File: src/sv/msrc_pkg.sv
// Types, constants and the CRC byte update shared by the response checker.
`default_nettype none

package msrc_pkg;

   localparam logic [15:0] CRC_INIT          = 16'hFFFF;
   localparam logic [15:0] CRC_POLY          = 16'hA001;
   localparam logic [7:0]  FUNC_READ_HOLDING = 8'h03;
   localparam logic [7:0]  EXPECTED_COUNT    = 8'h08;
   localparam logic [3:0]  FRAME_LEN         = 4'd13;
   localparam logic [3:0]  POS_MAX           = 4'd15;
   localparam logic [3:0]  HEADER_LEN        = 4'd3;
   localparam logic [3:0]  LAST_VALUE_POS    = 4'd10;
   localparam logic [3:0]  CRC_START_POS     = 4'd2;

   typedef enum logic [2:0] {
      STATUS_OK           = 3'd0,
      STATUS_SHORT        = 3'd1,
      STATUS_BAD_FUNCTION = 3'd2,
      STATUS_BAD_COUNT    = 3'd3,
      STATUS_TOO_LONG     = 3'd4,
      STATUS_CRC_MISMATCH = 3'd5
   } status_type;

   typedef struct packed {
      status_type  status;
      logic [7:0]  slave_address;
      logic [15:0] oxygen_mantissa;
      logic [15:0] oxygen_decimals;
      logic [15:0] temperature_mantissa;
      logic [15:0] temperature_decimals;
      logic [15:0] crc_computed;
   } result_type;

   function automatic logic [15:0] crc16_feed(input logic [15:0] crc, input logic [7:0] data);
      logic [15:0] acc;
      acc = crc ^ {8'h00, data};
      for (int k = 0; k < 8; k++) begin
         if (acc[0]) begin
            acc = (acc >> 1) ^ CRC_POLY;
         end else begin
            acc = acc >> 1;
         end
      end
      return acc;
   endfunction

endpackage

`default_nettype wire

File: src/sv/msrc_channels.sv
// Request and response channel interfaces of the response checker.
`default_nettype none

interface msrc_req_if;
   logic       valid;
   logic       ready;
   logic [7:0] rx_byte;
   logic       frame_end;

   modport source(output valid, rx_byte, frame_end, input ready);
   modport sink(input valid, rx_byte, frame_end, output ready);
endinterface

interface msrc_rsp_if;
   logic        valid;
   logic        ready;
   logic [2:0]  status;
   logic [7:0]  slave_address;
   logic [15:0] oxygen_mantissa;
   logic [15:0] oxygen_decimals;
   logic [15:0] temperature_mantissa;
   logic [15:0] temperature_decimals;
   logic [15:0] crc_computed;

   modport source(output valid, status, slave_address, oxygen_mantissa, oxygen_decimals,
                  temperature_mantissa, temperature_decimals, crc_computed, input ready);
   modport sink(input valid, status, slave_address, oxygen_mantissa, oxygen_decimals,
                temperature_mantissa, temperature_decimals, crc_computed, output ready);
endinterface

`default_nettype wire

File: src/sv/msrc_frame_state.sv
// Per-frame state: byte counter, running CRC, captured fields and status evaluation.
`default_nettype none

module msrc_frame_state (
   input  wire logic                clock,
   input  wire logic                reset,
   input  wire logic                step,
   input  wire logic [7:0]          data,
   input  wire logic                last,
   output msrc_pkg::result_type     result
);

   logic [3:0]  pos_ff, pos_in;
   logic [15:0] crc_ff, crc_in;
   logic [7:0]  delay0_ff, delay0_in;
   logic [7:0]  delay1_ff, delay1_in;
   logic [7:0]  header_ff [3];
   logic [7:0]  header_in [3];
   logic [15:0] words_ff [4];
   logic [15:0] words_in [4];
   logic [3:0]  value_pos;
   logic [15:0] recv_crc;

   always_comb begin
      crc_in = crc_ff;
      if (pos_ff >= msrc_pkg::CRC_START_POS) begin
         crc_in = msrc_pkg::crc16_feed(crc_ff, delay1_ff);
      end

      header_in = header_ff;
      words_in  = words_ff;
      value_pos = pos_ff - msrc_pkg::HEADER_LEN;
      if (pos_ff < msrc_pkg::HEADER_LEN) begin
         header_in[pos_ff[1:0]] = data;
      end else if (pos_ff <= msrc_pkg::LAST_VALUE_POS) begin
         if (!value_pos[0]) begin
            words_in[value_pos[2:1]] = {data, words_ff[value_pos[2:1]][7:0]};
         end else begin
            words_in[value_pos[2:1]] = {words_ff[value_pos[2:1]][15:8], data};
         end
      end

      recv_crc  = {data, delay0_ff};
      delay1_in = delay0_ff;
      delay0_in = data;
      pos_in    = (pos_ff < msrc_pkg::POS_MAX) ? pos_ff + 4'd1 : msrc_pkg::POS_MAX;

      priority if (pos_in < msrc_pkg::FRAME_LEN) begin
         result.status = msrc_pkg::STATUS_SHORT;
      end else if (header_in[1] != msrc_pkg::FUNC_READ_HOLDING) begin
         result.status = msrc_pkg::STATUS_BAD_FUNCTION;
      end else if (header_in[2] != msrc_pkg::EXPECTED_COUNT) begin
         result.status = msrc_pkg::STATUS_BAD_COUNT;
      end else if (pos_in != msrc_pkg::FRAME_LEN) begin
         result.status = msrc_pkg::STATUS_TOO_LONG;
      end else if (crc_in != recv_crc) begin
         result.status = msrc_pkg::STATUS_CRC_MISMATCH;
      end else begin
         result.status = msrc_pkg::STATUS_OK;
      end

      result.slave_address        = header_in[0];
      result.oxygen_mantissa      = words_in[0];
      result.oxygen_decimals      = words_in[1];
      result.temperature_mantissa = words_in[2];
      result.temperature_decimals = words_in[3];
      result.crc_computed         = crc_in;
   end

   always_ff @(posedge clock) begin
      if (reset || (step && last)) begin
         pos_ff    <= '0;
         crc_ff    <= msrc_pkg::CRC_INIT;
         delay0_ff <= '0;
         delay1_ff <= '0;
         header_ff <= '{default: '0};
         words_ff  <= '{default: '0};
      end else if (step) begin
         pos_ff    <= pos_in;
         crc_ff    <= crc_in;
         delay0_ff <= delay0_in;
         delay1_ff <= delay1_in;
         header_ff <= header_in;
         words_ff  <= words_in;
      end
   end

endmodule

`default_nettype wire

File: src/sv/modbus_sensor_response_checker_unit.sv
// Top level of the Modbus RTU read-holding-registers response checker.
//
// Bytes of one response frame arrive on the req channel, one per transfer, with
// frame_end set on the final byte. Every byte is taken into an input register and
// folded into the frame state when it leaves that register, by a single pass of logic:
// the byte counter, the CRC-16/Modbus byte update and the field capture. Only the
// final byte of a frame yields a transfer on the rsp channel, carrying the status,
// the slave address, the four big-endian words and the computed CRC.
// The result of the final byte is presented on rsp from the result register.
// One byte is accepted in every cycle unless a final byte waits behind a stalled
// result; the rate is set by the byte-wide CRC update in the frame state.
// If the receiver stalls, the result is held in the output register and bytes that
// produce no result keep flowing; only a further final byte waits until the held
// result has been taken. After a frame's result is formed the frame state returns
// to its reset values, ready for the next frame.
// Reset is synchronous and clears the frame state and both registers' valid flags.
`default_nettype none

module modbus_sensor_response_checker_unit (
   input wire logic  clock,
   input wire logic  reset,
   msrc_req_if.sink  req_if,
   msrc_rsp_if.source rsp_if
);

   logic                 in_valid_ff;
   logic [7:0]           in_byte_ff;
   logic                 in_last_ff;
   logic                 out_valid_ff;
   msrc_pkg::result_type out_result_ff;
   msrc_pkg::result_type frame_result;
   logic                 advance;

   assign advance      = in_valid_ff && (!in_last_ff || !out_valid_ff || rsp_if.ready);
   assign req_if.ready = !in_valid_ff || advance;

   always_ff @(posedge clock) begin
      if (reset) begin
         in_valid_ff <= 1'b0;
      end else if (req_if.ready) begin
         in_valid_ff <= req_if.valid;
      end
   end

   always_ff @(posedge clock) begin
      if (req_if.ready && req_if.valid) begin
         in_byte_ff <= req_if.rx_byte;
         in_last_ff <= req_if.frame_end;
      end
   end

   msrc_frame_state frame_state (
      .clock  (clock),
      .reset  (reset),
      .step   (advance),
      .data   (in_byte_ff),
      .last   (in_last_ff),
      .result (frame_result)
   );

   always_ff @(posedge clock) begin
      if (reset) begin
         out_valid_ff <= 1'b0;
      end else if (advance && in_last_ff) begin
         out_valid_ff <= 1'b1;
      end else if (rsp_if.ready) begin
         out_valid_ff <= 1'b0;
      end
   end

   always_ff @(posedge clock) begin
      if (advance && in_last_ff) begin
         out_result_ff <= frame_result;
      end
   end

   assign rsp_if.valid                = out_valid_ff;
   assign rsp_if.status               = out_result_ff.status;
   assign rsp_if.slave_address        = out_result_ff.slave_address;
   assign rsp_if.oxygen_mantissa      = out_result_ff.oxygen_mantissa;
   assign rsp_if.oxygen_decimals      = out_result_ff.oxygen_decimals;
   assign rsp_if.temperature_mantissa = out_result_ff.temperature_mantissa;
   assign rsp_if.temperature_decimals = out_result_ff.temperature_decimals;
   assign rsp_if.crc_computed         = out_result_ff.crc_computed;

   assert property (@(posedge clock) disable iff (reset)
      (advance && in_last_ff) |=> out_valid_ff)
      else $error("Final byte did not produce a result.");

   assert property (@(posedge clock) disable iff (reset)
      (in_valid_ff && in_last_ff && out_valid_ff && !rsp_if.ready) |-> !req_if.ready)
      else $error("Input taken while a final byte waits behind a stalled result.");

   assert property (@(posedge clock)
      reset |=> (!out_valid_ff && !in_valid_ff))
      else $error("Valid flags not cleared by reset.");

   assert property (@(posedge clock) disable iff (reset)
      (out_valid_ff && rsp_if.ready && !(advance && in_last_ff)) |=> !out_valid_ff)
      else $error("Result transfer repeated.");

endmodule

`default_nettype wire
File: src/flat_wrapper.sv
// flat-port wrapper written by rule: the top's interface ports become plain ports
module modbus_sensor_response_checker_unit_flat 
  (clock, reset, req_if_valid, req_if_rx_byte, req_if_frame_end, req_if_ready, rsp_if_valid, rsp_if_status, rsp_if_slave_address, rsp_if_oxygen_mantissa, rsp_if_oxygen_decimals, rsp_if_temperature_mantissa, rsp_if_temperature_decimals, rsp_if_crc_computed, rsp_if_ready);
  msrc_req_if req_if_i ();
  msrc_rsp_if rsp_if_i ();
  input wire logic clock;
  input wire logic reset;
  input wire logic [$bits(req_if_i.valid)-1:0] req_if_valid;
  input wire logic [$bits(req_if_i.rx_byte)-1:0] req_if_rx_byte;
  input wire logic [$bits(req_if_i.frame_end)-1:0] req_if_frame_end;
  output wire logic [$bits(req_if_i.ready)-1:0] req_if_ready;
  output wire logic [$bits(rsp_if_i.valid)-1:0] rsp_if_valid;
  output wire logic [$bits(rsp_if_i.status)-1:0] rsp_if_status;
  output wire logic [$bits(rsp_if_i.slave_address)-1:0] rsp_if_slave_address;
  output wire logic [$bits(rsp_if_i.oxygen_mantissa)-1:0] rsp_if_oxygen_mantissa;
  output wire logic [$bits(rsp_if_i.oxygen_decimals)-1:0] rsp_if_oxygen_decimals;
  output wire logic [$bits(rsp_if_i.temperature_mantissa)-1:0] rsp_if_temperature_mantissa;
  output wire logic [$bits(rsp_if_i.temperature_decimals)-1:0] rsp_if_temperature_decimals;
  output wire logic [$bits(rsp_if_i.crc_computed)-1:0] rsp_if_crc_computed;
  input wire logic [$bits(rsp_if_i.ready)-1:0] rsp_if_ready;
  assign req_if_i.valid = req_if_valid;
  assign req_if_i.rx_byte = req_if_rx_byte;
  assign req_if_i.frame_end = req_if_frame_end;
  assign req_if_ready = req_if_i.ready;
  assign rsp_if_valid = rsp_if_i.valid;
  assign rsp_if_status = rsp_if_i.status;
  assign rsp_if_slave_address = rsp_if_i.slave_address;
  assign rsp_if_oxygen_mantissa = rsp_if_i.oxygen_mantissa;
  assign rsp_if_oxygen_decimals = rsp_if_i.oxygen_decimals;
  assign rsp_if_temperature_mantissa = rsp_if_i.temperature_mantissa;
  assign rsp_if_temperature_decimals = rsp_if_i.temperature_decimals;
  assign rsp_if_crc_computed = rsp_if_i.crc_computed;
  assign rsp_if_i.ready = rsp_if_ready;
  modbus_sensor_response_checker_unit u_core (.clock(clock), .reset(reset), .req_if(req_if_i), .rsp_if(rsp_if_i));
endmodule
File: config.mk
export PLATFORM = sky130hd
export DESIGN_NAME = modbus_sensor_response_checker_unit_flat
export DESIGN_NICKNAME = d
export VERILOG_FILES = /design/src/sv/msrc_pkg.sv /design/src/sv/msrc_channels.sv /design/src/sv/msrc_frame_state.sv /design/src/sv/modbus_sensor_response_checker_unit.sv /design/src/flat_wrapper.sv
export SDC_FILE = /design/constraint.sdc
export NUM_CORES = 1
export LEC_CHECK = 0
export BUFFER_PORTS_ARGS = -buffer_cell sky130_fd_sc_hd__buf_2
export CAP_MARGIN = 30
export CORE_MARGIN = 10
export CORE_UTILIZATION = 59
export DETAILED_ROUTE_END_ITERATION = 6
export PLACE_DENSITY = 0.78
export SLEW_MARGIN = 5
export SYNTH_ARGS = -nofsm -noshare
export SYNTH_HDL_FRONTEND = slang
export SYNTH_SLANG_ARGS = --single-unit
File: constraint.sdc
create_clock -name clock -period 4.7 [get_ports clock]
set_input_delay 0 -clock clock [delete_from_list [all_inputs] [get_ports clock]]
set_output_delay 0 -clock clock [all_outputs]
set_load 0.05 [all_outputs]
Word level (Yosys, flattened, before mapping)
Cells that the tools add are included.
Cells by class
  add/sub/neg operators: 2
  magnitude comparators: 9
  equality and inequality tests: 4
  multiplexer cells: 37
  bitwise gates (word level): 11
  reduce and logical (&&, ||, !) cells: 14
Operator list (count)
  2-to-1 mux 16 bit: 19
  2-to-1 mux 64 bit: 3
  bitwise mux 64 bit: 2
  binary-select mux 16 bit (select 2 bit): 1
  demux 16 bit (select 2 bit): 1
  inverter 2 -> 3 bit: 10
  bitwise mux 24 bit: 1
  2-to-1 mux 24 bit: 1
  demux 8 bit (select 2 bit): 1
  != test 16 bit: 1
  bitwise XOR 16 x 8 -> 16 bit: 1
  < comparator 4 bit, second input constant: 2
  2-to-1 mux 8 bit: 1
  != test 8 x 2 -> 1 bit, second input constant: 1
  != test 8 x 4 -> 1 bit, second input constant: 1
  >= comparator 3 bit, second input constant: 2
  < comparator 3 x 1 -> 1 bit, second input constant: 2
  2-to-1 mux 3 bit: 2
  logical AND 1 bit: 5
  adder 4 x 1 -> 4 bit, second input constant: 1
  >= comparator 4 x 2 -> 1 bit, second input constant: 1
  less-or-equal comparator 4 bit, second input constant: 1
  logical OR 1 bit: 4
  < comparator 4 x 2 -> 1 bit, second input constant: 1
  other kinds (8): 12
Storage, ports and cells
  bits in registers: 226
  bits of input ports: 13
  output and inout bits: 93
  logic and storage cells: 100

Logic depth before layout (Yosys ltp)
Gate-level depths: netlist (run 1).
  depth in word-level cells: 30
  mapped depth: 11
  gate-level depth less buffers: 9

By module
From an unflattened synthesis (run 1), not the netlist that was laid out.
Unflattened totals
  cells, all modules: 908
  area, all modules: 9863.2 um^2
By module, submodules not included
  msrc_frame_state: instances 1, cells each 796, area each 6756.5 um^2, sequential area each 2482.4 um^2
  modbus_sensor_response_checker_unit: instances 1, cells each 112, area each 3106.7 um^2, sequential area each 3042.9 um^2

Worst setup path before layout (run 1)
OpenSTA, ideal clock, no wires.
  path kind: register -> register
  start: register u_core.out_valid_ff, in the netlist u_core.rsp_if.valid
  end: register u_core.frame_state.words_ff[47] in the netlist's numbering
  setup time: 0.128 ns
  data arrival time: 4.259 ns
  data required time: 4.572 ns
  path slack: 0.313 ns
  cell stages (with the launch flop): 9
  path buffers: 3
  clock period less this slack: 4.387 ns
  cell sequence: dfxtp_1 nor2b_1 nand2_1 and3_1 or2_2 clkbuf_1 clkbuf_1 clkbuf_1 nor2_1
Between the ends
  cells in the longest elaborated chain, start to end: 6
Ends and longest elaborated chain
  from (decl): RTL line modbus_sensor_response_checker_unit.sv:29  | logic out_valid_ff;
  from (signal assigned): RTL line modbus_sensor_response_checker_unit.sv:63  | out_valid_ff <= 1'b0;
  from (signal assigned): RTL line modbus_sensor_response_checker_unit.sv:65  | out_valid_ff <= 1'b1;
  from (signal assigned): RTL line modbus_sensor_response_checker_unit.sv:67  | out_valid_ff <= 1'b0;
  logical NOT 1 bit (*): RTL line modbus_sensor_response_checker_unit.sv:34  | assign advance = in_valid_ff && (!in_last_ff || !out_valid_ff || rsp_if.ready);
  logical OR 1 bit (*) (2 in a row): RTL line modbus_sensor_response_checker_unit.sv:34
  logical AND 1 bit (*): RTL line modbus_sensor_response_checker_unit.sv:34
  logical AND 1 bit: RTL line msrc_frame_state.sv:71  | if (reset || (step && last)) begin
  logical OR 1 bit: RTL line msrc_frame_state.sv:71
  to (signal assigned): RTL line msrc_frame_state.sv:84  | words_ff <= words_in;
  to (decl): RTL line msrc_frame_state.sv:19  | logic [15:0] words_ff [4];
Every way passes the cells marked *; elsewhere a longest branch is shown, timed or not.
A chain may end at the register's enable or synchronous reset.

==> results of run 1 <==
## cell type report
class / instances / area share (%)
sequential: 226 / 48.4
multi-input combinational: 667 / 34.9
timing repair buffer: 133 / 6.84
clock buffer: 30 / 5.92
tap: 220 / 2.41
clock inverter: 14 / 1.07
inverter: 16 / 0.526
## power by group through the flow
stage / clock, µW / sequential [µW] / combinational (µW)
floorplan: 0 / 2260 / 263
global placement: 0 / 2190 / 426
detailed placement: 0 / 2200 / 432
CTS: 1910 / 2150 / 442
global route: 2000 / 2160 / 481
finish: 1890 / 2150 / 448
## cells in the mapped netlist, drive strengths merged, types with 2 or more instances
cell type,n,area share [%]
ha,4,0.51
mux2i,53,5.4
nor2,108,4.1
dfxtp,126,26
nor4b,2,0.33
xor2,7,0.85
o21ai,48,2.4
nor2b,2,0.13
a211oi,4,0.36
nand2b,5,0.32
buf,18,0.93
a21oi,112,5.7
o22ai,4,0.25
or2,2,0.13
nand2,205,7.8
a31oi,2,0.13
mux4,16,3.8
o211ai,7,0.54
clkbuf,48,1.8
edfxtp,100,31
mux2,9,1.1
nor3,14,0.76
xnor3,4,0.97
nor4,4,0.25
and2,3,0.19
inv,16,0.61
nand3,14,0.71
xnor2,20,1.9
## worst register-to-register path, stage by stage (launching register included)
cell and delay [ps]:
dfxtp_1 650, ha_1 480, xor2_2 580, buf_4 360, mux4_2 550, mux2i_1 400, a21oi_1 180, mux2i_1 170
nor2_1 60
## cell families after synthesis
family	Yosys count	share of synthesized area (%)
and+or+nand+nor	366	15.4
DFF	226	56.3
AOI/OAI and AO/OA	188	10.4
buffers and inverters	82	3.38
muxes	78	10.3
xor gates and xnor gates	31	3.76
adders and majority gates	4	0.510
## sequential cells by signal (all words and copies together), names as in the netlist, 16 cells and up
signal                              flops
u_core.rsp_if.oxygen_mantissa          16
u_core.frame_state.words_ff            64
u_core.rsp_if.temperature_mantissa     16
u_core.frame_state.crc_ff              16
u_core.rsp_if.temperature_decimals     16
u_core.rsp_if.oxygen_decimals          16
u_core.rsp_if.crc_computed             16
u_core.frame_state.header_ff           24
## what timing repair did
item,4_1_cts,5_1_grt
buffers inserted,0,0
endpoints found under the setup margin,0,0
hold endpoints to repair,15,1
hold buffers,12,1
## placed cells by master (no fill, tap or decap), types with 4 or more instances in the layout
master,netlist,final
nand2_1,205,204
dfxtp_1,126,126
a21oi_1,112,111
nor2_1,108,108
buf_2,7,105
edfxtp_1,100,100
mux2i_1,53,53
o21ai_0,44,44
clkbuf_16,0,26
xnor2_1,18,18
inv_1,15,15
nand3_1,14,14
buf_4,2,14
nor3_1,13,13
dlygate4sd3_1,0,13
mux4_2,12,12
mux2_2,8,8
o211ai_1,7,7
clkinv_2,0,6
nand2b_1,5,5
mux4_1,4,4
o21ai_1,4,4
xor2_1,4,4
o22ai_1,4,4
nor4_1,4,4
ha_1,4,4
clkinv_1,0,4
## path summary, 6_finish.rpt
check	to	slack [ps]	cells after the start
worst min register to register	u_core.frame_state.header_ff[8]	460	2
worst max register to register	u_core.frame_state.words_ff[47]	1140	8
worst max-delay path	u_core.frame_state.words_ff[47]	1140	8
worst min-delay path	u_core.in_byte_ff[2]	210	2
## stage by stage
step / total power (µW) / hold WS (ps) / instance area [µm²] / util (%)
5_1_grt: 4640 / 210 / 11400 / 69.4
6_report: 4500 / 208 / 11400 / 69.4
3_5_place_dp: 2630 / 178 / 10500 / 63.5
3_3_place_gp: 2620 / 178 / 10400 / 63.5
4_1_cts: 4500 / 60.9 / 11400 / 69.1
2_1_floorplan: 2520 / 69.1 / 9820 / -
## metal layers
layer	track usage [%]	up-vias	wire length (µm)	part of all wire, %
met5	0	-	0	0
met4	7.16	0	698	2.9
met3	4.19	61	1690	7.0
met2	36.6	265	12300	51
met1	26.0	3603	9470	39
li1	-	3572	-	-
==> results_dict.tcl, run 1 <==
set metrics [dict create \
    ir_drop_v 0.000335 \
    slew_viol_final 0 \
    slowest_stage "dfxtp_1" \
    syn_inst 975 \
    portBuffers 105 \
    n_antenna_cell 0 \
    synth_edf_count 100 \
    cts-buffers-inserted 24 \
    cp.required_ps 5080 \
    seqPwrFrac_pct 47.9 \
    cp_common_cell "mux2i_1" \
    slew-limit-headroom_pct 35.5 \
    syn-num-nets 992 \
    cp_max_fo 10 \
    end_kind "flip-flop" \
    rows 47 \
    cp_top_family "multiplexers" \
    clockBufferDepth 3 \
    r2r-start "u_core.frame_state.pos_ff[0]" \
    drt-pass1-iter-count 5 \
    root_buffer "clkbuf_16" \
    crit_type "flip-flop to flip-flop" \
    comb_power_share_pct 10.0 \
    tns_ps 0 \
    syn_to_final_growth_pct 16.3 \
    fmax_ghz 0.281 \
    async_reset_ff_share_pct 0 \
    status "complete, no violations" \
    setup_ws_ps 1140 \
    path_buf_inv 1 \
    track_usage_pct 21.2 \
    yosys_warnings 0 \
    p_sw_uw 1110 \
    wl_per_cell_um 18.5 \
    synth.yosys.seq_area_share_pct 56.3 \
    multi_input_area_um2 3980 \
    power_density_nw_per_um2 394 \
    finalSetupViolCount 0 \
    critPathLaunchType "flip-flop" \
    io_pins 106 \
    routed_via_density 5.74 \
    hold_viol_final 0 \
    first_iter_violations 570 \
    grt_max_degree 72 \
    cts_tree "done" \
    min-delay-start "req_if_rx_byte[2]" \
    die-area_um2 22200 \
    worst_slew_pin_slew_ps 967 \
    grt_overflow 0 \
    antenna_found_initial 0 \
    seqCellArea_um2 5530 \
    grt_pass1_vias 7234 \
    ant_nets 0 \
    syn_area_per_cell_um2 10.1 \
    num_vias 7501 \
    place_ws_ps 1240 \
    synthesis.area_um2 9820 \
    fin_crit_ps 3560 \
    startpoint "u_core.frame_state.pos_ff[0]" \
    clk_pin_slew_ps 60 \
    drc_errors 0 \
    grt_pass1_wl_um 38500 \
    synth_flop_cell "dfxtp_1" \
    fin_crit_sh_pct 75.7 \
    swShare_pct 24.8 \
    p_int_uw 3380 \
    cp.arrival_ps 3940 \
    die_w_um 149 \
    wl_um 24100 \
    clk_latency_ps 520 \
    hpwl_um 15300 \
    grt_setup_unrepaired "no" \
    ctsResizeCount 0 \
    finalWeightedCongestion 0.862 \
    maxCapViolations 0 \
    initial_utilization_pct 59.6 \
    finalNonFillerCells 1306 \
    cts_max_level 1 \
    worstPathCellList "ha_1 > xor2_2 > buf_4 > mux4_2 > mux2i_1 > a21oi_1 > mux2i_1 > nor2_1" \
    dieHeight_um 149 \
    dp_cells 1246 \
    drive_gt1_share_pct 18.2 \
    skew_ps 22.7 \
    nNetsFinal 1085 \
    critPathMaxStageDelay_ps 650 \
    p_leak_uw 0.00418 \
    coreArea_um2 16500 \
    synth_cell_type_count 61 \
    hold_path.class "input pin to flip-flop" \
    nFillCells 1249 \
    p_clk_share_pct 42.1 \
    clock_sinks 226 \
    ys_ff_latch 226 \
]
Power figures use the tool's default switching activity.
==> inputs of run 2 (changes only) <==
Settings changed: ABC_AREA set to 1, CORE_UTILIZATION 59 to 53, PLACE_DENSITY 0.78 to 0.74.
Clock period 4.7 ns to 3.2 ns, I/O delays scaled along.
==> run 2 against run 1 <==
Against the previous run: synthesized area grew 5.3%; clock power grew 41%; first-iteration DRC count grew 42%; critical path depth grew 3; die area grew 15%; highest routed layer unchanged.
==> results_dict.tcl, run 2 <==
set metrics [dict create \
    synth_edf_count 100 \
    io_pins 106 \
    mostFrequentLayoutCells "267 x nand2_1, 189 x inv_1, 184 x o21ai_0, 133 x a21oi_1, 126 x dfxtp_1" \
    crit_type "flip-flop to flip-flop" \
    synthesis.area_um2 10300 \
    first_iter_violations 807 \
    top_register "u_core.frame_state.words_ff" \
    cp_max_fo 13 \
    slew-limit-headroom_pct 37.6 \
    min-delay-start "req_if_valid" \
    ys_ff_latch 226 \
    clk_latency_ps 530 \
    finalPower_uw 7020 \
    synthTopCellsByCount "269 x nand2_1, 190 x inv_1, 184 x o21ai_0" \
    r2r-start "u_core.frame_state.pos_ff[0]" \
    cp_top_family "buffers and inverters" \
    yosysTopAreaCell "edfxtp_1" \
    ir_drop_v 0.000368 \
    largestRegisters "u_core.frame_state.words_ff x64, u_core.frame_state.header_ff x24" \
    synth.yosys.seq_area_share_pct 53.5 \
    drive_gt1_share_pct 13.1 \
    clk_pin_slew_ps 60 \
    cts_hold_buf 12 \
    maxCapViolations 0 \
    crit_cells 11 \
    worst_slew_pin_slew_ps 936 \
    drc_errors 0 \
    synth_cell_type_count 34 \
    yosys_warnings 0 \
    wl_um 26500 \
    fmax_ghz 0.373 \
    track_usage_pct 20.0 \
    drt-pass1-iter-count 5 \
    cp_common_cell "inv_1" \
    cp.arrival_ps 2950 \
    synth_area_leaders "edfxtp_1 29%, dfxtp_1 24%, nand2_1 9.8%" \
    p_leak_uw 0.00539 \
    wl_per_cell_um 15.9 \
    syn-num-nets 1307 \
    holdPathEnd "u_core.in_byte_ff[3]" \
    largest_reg_flops 64 \
    cts_max_level 1 \
    status "complete, no violations" \
    hold_viol_final 0 \
    grt_pass1_vias 8312 \
    cp.required_ps 3470 \
    syn_to_final_growth_pct 15.7 \
    coreArea_um2 19300 \
    final_common_cell "nand2_1" \
    critPathLaunchType "flip-flop" \
    ant_nets 0 \
    finalSetupViolCount 0 \
    dieHeight_um 160 \
    path_buf_inv 5 \
    cts_tree "done" \
    synth_flop_cell "dfxtp_1" \
    min_path_cells 3 \
    worstReg2RegEnd "u_core.rsp_if.oxygen_decimals[8]" \
    slowest_stage "dfxtp_1" \
    syn_area_per_cell_um2 8.01 \
    skew_ps 22.0 \
    die-area_um2 25500 \
    worstPathCellList "inv_1 > ha_1 > inv_1 > nor2_2 > buf_4 > inv_1 > o21ai_0 > nor3_1 > a21oi_1 > o21ai_0 > inv_1" \
    grt_max_degree 96 \
    reg2reg_depth 11 \
    ctsResizeCount 0 \
    num_vias 8853 \
    n_antenna_cell 0 \
    cts-buffers-inserted 24 \
    fin_crit_sh_pct 83.7 \
    tns_ps 0 \
    die_w_um 160 \
    grt_overflow 0 \
    r2r_slack_ps 520 \
    hold_path.class "input pin to flip-flop" \
    finalWeightedCongestion 0.881 \
    portBuffers 105 \
    syn_inst 1290 \
    root_buffer "clkbuf_16" \
    power_density_nw_per_um2 587 \
    cts_setup_buffers 0 \
    rows 51 \
    antenna_found_initial 0 \
    hpwl_um 17600 \
    grt_pass1_wl_um 42900 \
    nNetsFinal 1401 \
    grt_setup_unrepaired "no" \
    async_reset_ff_share_pct 0 \
    clockBufferDepth 3 \
    yosysTopAreaCellShare_pct 29.1 \
    fin_crit_ps 2680 \
    routed_via_density 5.31 \
    clock_sinks 226 \
    initial_utilization_pct 53.5 \
    end_kind "flip-flop" \
    slew_viol_final 0 \
    synth_most_common_cell "nand2_1" \
    critPathMaxStageDelay_ps 510 \
]
==> run 2: cell types whose count changed in the layout (fill, tap and decap cells not counted), sizes merged, moves of 7 or more <==
cell   before  now
nor2      108   90
mux2i      53    3
mux4       16    0
a21oi     112  133
xnor2      20    0
a22oi       1    8
nand2     205  276
o21ai      48  186
o22ai       4   13
nand3      14   50
mux2        9    0
inv        18  193
==> run 2: worst max-delay path by stage <==
stage,start,end,slack (ps)
2_1_floorplan,u_core.rsp_if.valid,u_core.rsp_if.valid,220
3_3_place_gp,u_core.frame_state.pos_ff[0],u_core.rsp_if.oxygen_decimals[10],630
3_5_place_dp,u_core.frame_state.pos_ff[0],u_core.rsp_if.oxygen_decimals[10],550
4_1_cts,u_core.frame_state.pos_ff[0],u_core.rsp_if.oxygen_decimals[10],560
5_1_grt,u_core.frame_state.pos_ff[1],u_core.rsp_if.temperature_mantissa[13],270
6_report,u_core.frame_state.pos_ff[0],u_core.rsp_if.oxygen_decimals[8],520
==> run 2: cell families after synthesis <==
logic type | count (synthesis) | synth area share [%]
AND/OR/NAND/NOR | 437 | 17.7
flip-flops | 226 | 53.5
adder cells (fa/ha/maj) | 4 | 0.484
XOR/XNOR | 1 | 0.0848
buffers and inverters | 260 | 9.71
AO/OA/AOI/OAI | 359 | 18.3
multiplexers | 3 | 0.291
==> run 2: layout make-up <==
type / instances / area [µm²]
Fill cell: 1678 / 7380
Sequential cell: 226 / 5530
Multi-Input combinational cell: 804 / 3810
Timing Repair Buffer: 133 / 778
Inverter: 195 / 737
Clock buffer: 33 / 674
Tap cell: 265 / 332
Clock inverter: 11 / 96.3
==> run 2: where the power goes <==
part,internal [µW],switching [µW],leakage (µW),total [µW]
combinational,289,772,0.00305,1060
clock,1560,1110,0.000381,2670
sequential,3190,93.4,0.00195,3290
==> run 2: layer usage <==
layer | wire [µm] | up-vias | global-route usage [%]
met5 | 0 | - | 0
met4 | 593 | 0 | 5.56
met3 | 1690 | 53 | 3.98
met2 | 12800 | 267 | 33.7
met1 | 11300 | 4101 | 25.7
li1 | - | 4432 | -
==> run 2: stage by stage <==
stage	setup WS [ps]	utilization [%]	hold WS, ps	std cells	instance area, µm²
after floorplan	223	-	69.1	1290	10300
after global placement	628	57.2	178	1611	11100
after detailed placement	551	57.2	178	1611	11100
after CTS	556	61.8	23.4	1667	12000
after global routing	273	61.8	66.1	1667	12000
final	521	61.8	34.5	1667	12000
==> run 2: tightest hold or removal path, delay by kind of cell <==
kind          cells  cell delay [ps]
simple gates      1               70
buf+inv           2              260
==> inputs of run 3 (changes only) <==
Settings changed: CORE_UTILIZATION 53 to 59, PLACE_DENSITY 0.74 to 0.78.
Clock period 3.2 ns to 2.7 ns, I/O delays scaled along.
==> run 3 against run 2 <==
Against the previous run: maximum frequency is 3.7% higher; core utilization is 7.6 points higher; largest cell class unchanged; via count is 2.7% higher; critical path type unchanged.
==> results_dict.tcl, run 3 (same netlist as run 2, synthesis figures left out) <==
set metrics [dict create \
    status "complete, no violations" \
    n_antenna_cell 0 \
    grt_pass1_wl_um 43800 \
    num_vias 9090 \
    stdcell_area_um2 12000 \
    cp_top_family "simple AND/OR/NAND/NOR gates" \
    cts_setup_buffers 0 \
    ant_nets 0 \
    hpwl_um 18300 \
    r2r-start "u_core.frame_state.pos_ff[1]" \
    final_common_cell "nand2_1" \
    clk_latency_ps 520 \
    slew-limit-headroom_pct 38.8 \
    final_util_pct 69.4 \
    worstPathCellList "ha_1 > nand2_1 > inv_1 > nor2_4 > nand2_2 > nor2_1 > inv_1 > o21ai_0 > inv_1" \
    dieHeight_um 152 \
    crit_type "flip-flop to flip-flop" \
    cp_max_fo 18 \
    fmax_ghz 0.387 \
    antenna_found_initial 1 \
    rows 48 \
    ir_drop_v 0.000505 \
    path_buf_inv 3 \
    power_density_nw_per_um2 689 \
    cp.required_ps 2950 \
    end_kind "flip-flop" \
    cts_tree "done" \
    worst_slew_pin_slew_ps 918 \
    startpoint "u_core.frame_state.pos_ff[1]" \
    initial_utilization_pct 60.0 \
    slowest_stage "o21ai_0" \
    track_usage_pct 22.4 \
    die-area_um2 23200 \
    critPathLaunchType "flip-flop" \
    setup_ws_ps 118 \
    cp.arrival_ps 2830 \
    dp_cells 1580 \
    finalWeightedCongestion 0.937 \
    first_iter_violations 1148 \
    worstReg2RegEnd "u_core.rsp_if.oxygen_decimals[11]" \
    cp_common_cell "inv_1" \
    p_sw_uw 2370 \
    clk_pin_slew_ps 60 \
    grt_setup_unrepaired "no" \
    syn_to_final_growth_pct 15.7 \
    hold_viol_final 0 \
    slew_viol_final 0 \
    largestRegisters "u_core.frame_state.words_ff x64, u_core.frame_state.header_ff x24" \
    io_pins 106 \
    place_area_um2 11100 \
    cts-buffers-inserted 24 \
    clockBufferDepth 3 \
    nNetsFinal 1409 \
    drive_gt1_share_pct 13.6 \
    fin_crit_sh_pct 95.6 \
    wl_per_cell_um 16.9 \
    cts_max_level 1 \
    drc_errors 0 \
    mostFrequentLayoutCells "267 x nand2_1, 189 x inv_1, 183 x o21ai_0, 133 x a21oi_1, 124 x dfxtp_1" \
    skew_ps 11.2 \
    fin_crit_ps 2580 \
    hold_path.class "input pin to flip-flop" \
    p_leak_uw 0.00541 \
    reg2reg_depth 9 \
    comb_power_share_pct 15.9 \
    routed_via_density 5.56 \
    finalSetupViolCount 0 \
    crit_cells 9 \
    largest_reg_flops 64 \
    critPathMaxStageDelay_ps 470 \
    tns_ps 0 \
    portBuffers 105 \
    die_w_um 152 \
    p_clk_share_pct 37.0 \
    seqPwrFrac_pct 47.1 \
    swShare_pct 28.7 \
    coreArea_um2 17200 \
    r2r_slack_ps 120 \
    finalNonFillerCells 1634 \
    drt-pass1-iter-count 5 \
    wl_um 27700 \
    grt_pass1_vias 8434 \
    root_buffer "clkbuf_16" \
    grt_max_degree 154 \
    clock_sinks 226 \
    maxCapViolations 0 \
    grt_overflow 0 \
    place_ws_ps 156 \
    top_register "u_core.frame_state.words_ff" \
    endpoint "u_core.rsp_if.oxygen_decimals[11]" \
    p_int_uw 5880 \
    nFillCells 1400 \
]
## run 3: changes by cell type in the layout (fill, tap and decap cells not counted), moves of 2 or more
cell	change
dfxtp_1	-2
clkbuf_1	+5
clkinv_2	-3
buf_4	+8
nor2_4	+2
## run 3: per-layer routing
layer | up-vias | track usage [%] | wire (µm)
li1 | 4439 | - | -
met1 | 4182 | 28.8 | 11400
met2 | 410 | 37.2 | 13200
met3 | 57 | 4.69 | 2450
met4 | 2 | 6.88 | 685
met5 | - | 0 | 13
## run 3: how the worst min path moves through the flow
stage                      start                    to  slack [ps]  depth (start not counted)
2_1_floorplan              reset    u_core.in_valid_ff          70                          1
3_3_place_gp               reset    u_core.in_valid_ff         170                          2
3_5_place_dp   req_if_rx_byte[4]  u_core.in_byte_ff[4]         180                          1
4_1_cts             req_if_valid     u_core.in_last_ff          90                          3
5_1_grt             req_if_valid     u_core.in_last_ff         130                          3
6_report            req_if_valid     u_core.in_last_ff          90                          3
## run 3: through the flow
step,hold slack [ps],power [µW]
after detailed placement,178,5220
after global routing,132,8570
final,85.9,8240
after CTS,91.0,8250
after global placement,175,5190
after floorplan,69.1,4880
## run 3: worst reg2reg max path: cells and delay by family, from the launching register on
family                     cells  cell delay [ps]
and+or+nand+nor                4              800
adders and majority gates      1              230
buffers and inverters          3              450
DFF                            1              360
AOI/OAI and AO/OA              1              480
## run 3: power groups by stage
stage / Sequential [µW] / Combinational, µW / Clock, µW
final: 3880 / 1310 / 3050
after global routing: 3900 / 1450 / 3220
after CTS: 3880 / 1290 / 3080
after detailed placement: 3950 / 1260 / 0
after global placement: 3950 / 1240 / 0
after floorplan: 4110 / 765 / 0
## run 3: cell type report
type                    count  area, µm²  area share (%)
well taps                 225        282            2.35
repair buffers            141        848            7.09
flip-flops and latches    226       5530            46.2
clock inverters             6       46.3           0.387
inverters                 195        737            6.16
multi-input cells         804       3840            32.1
clock buffers              37        679            5.68
## run 3: timing repair
item	CTS	global route
gates resized for setup	0	5
hold endpoints to repair	11	0
hold buffers	11	0
setup endpoints to repair	0	15
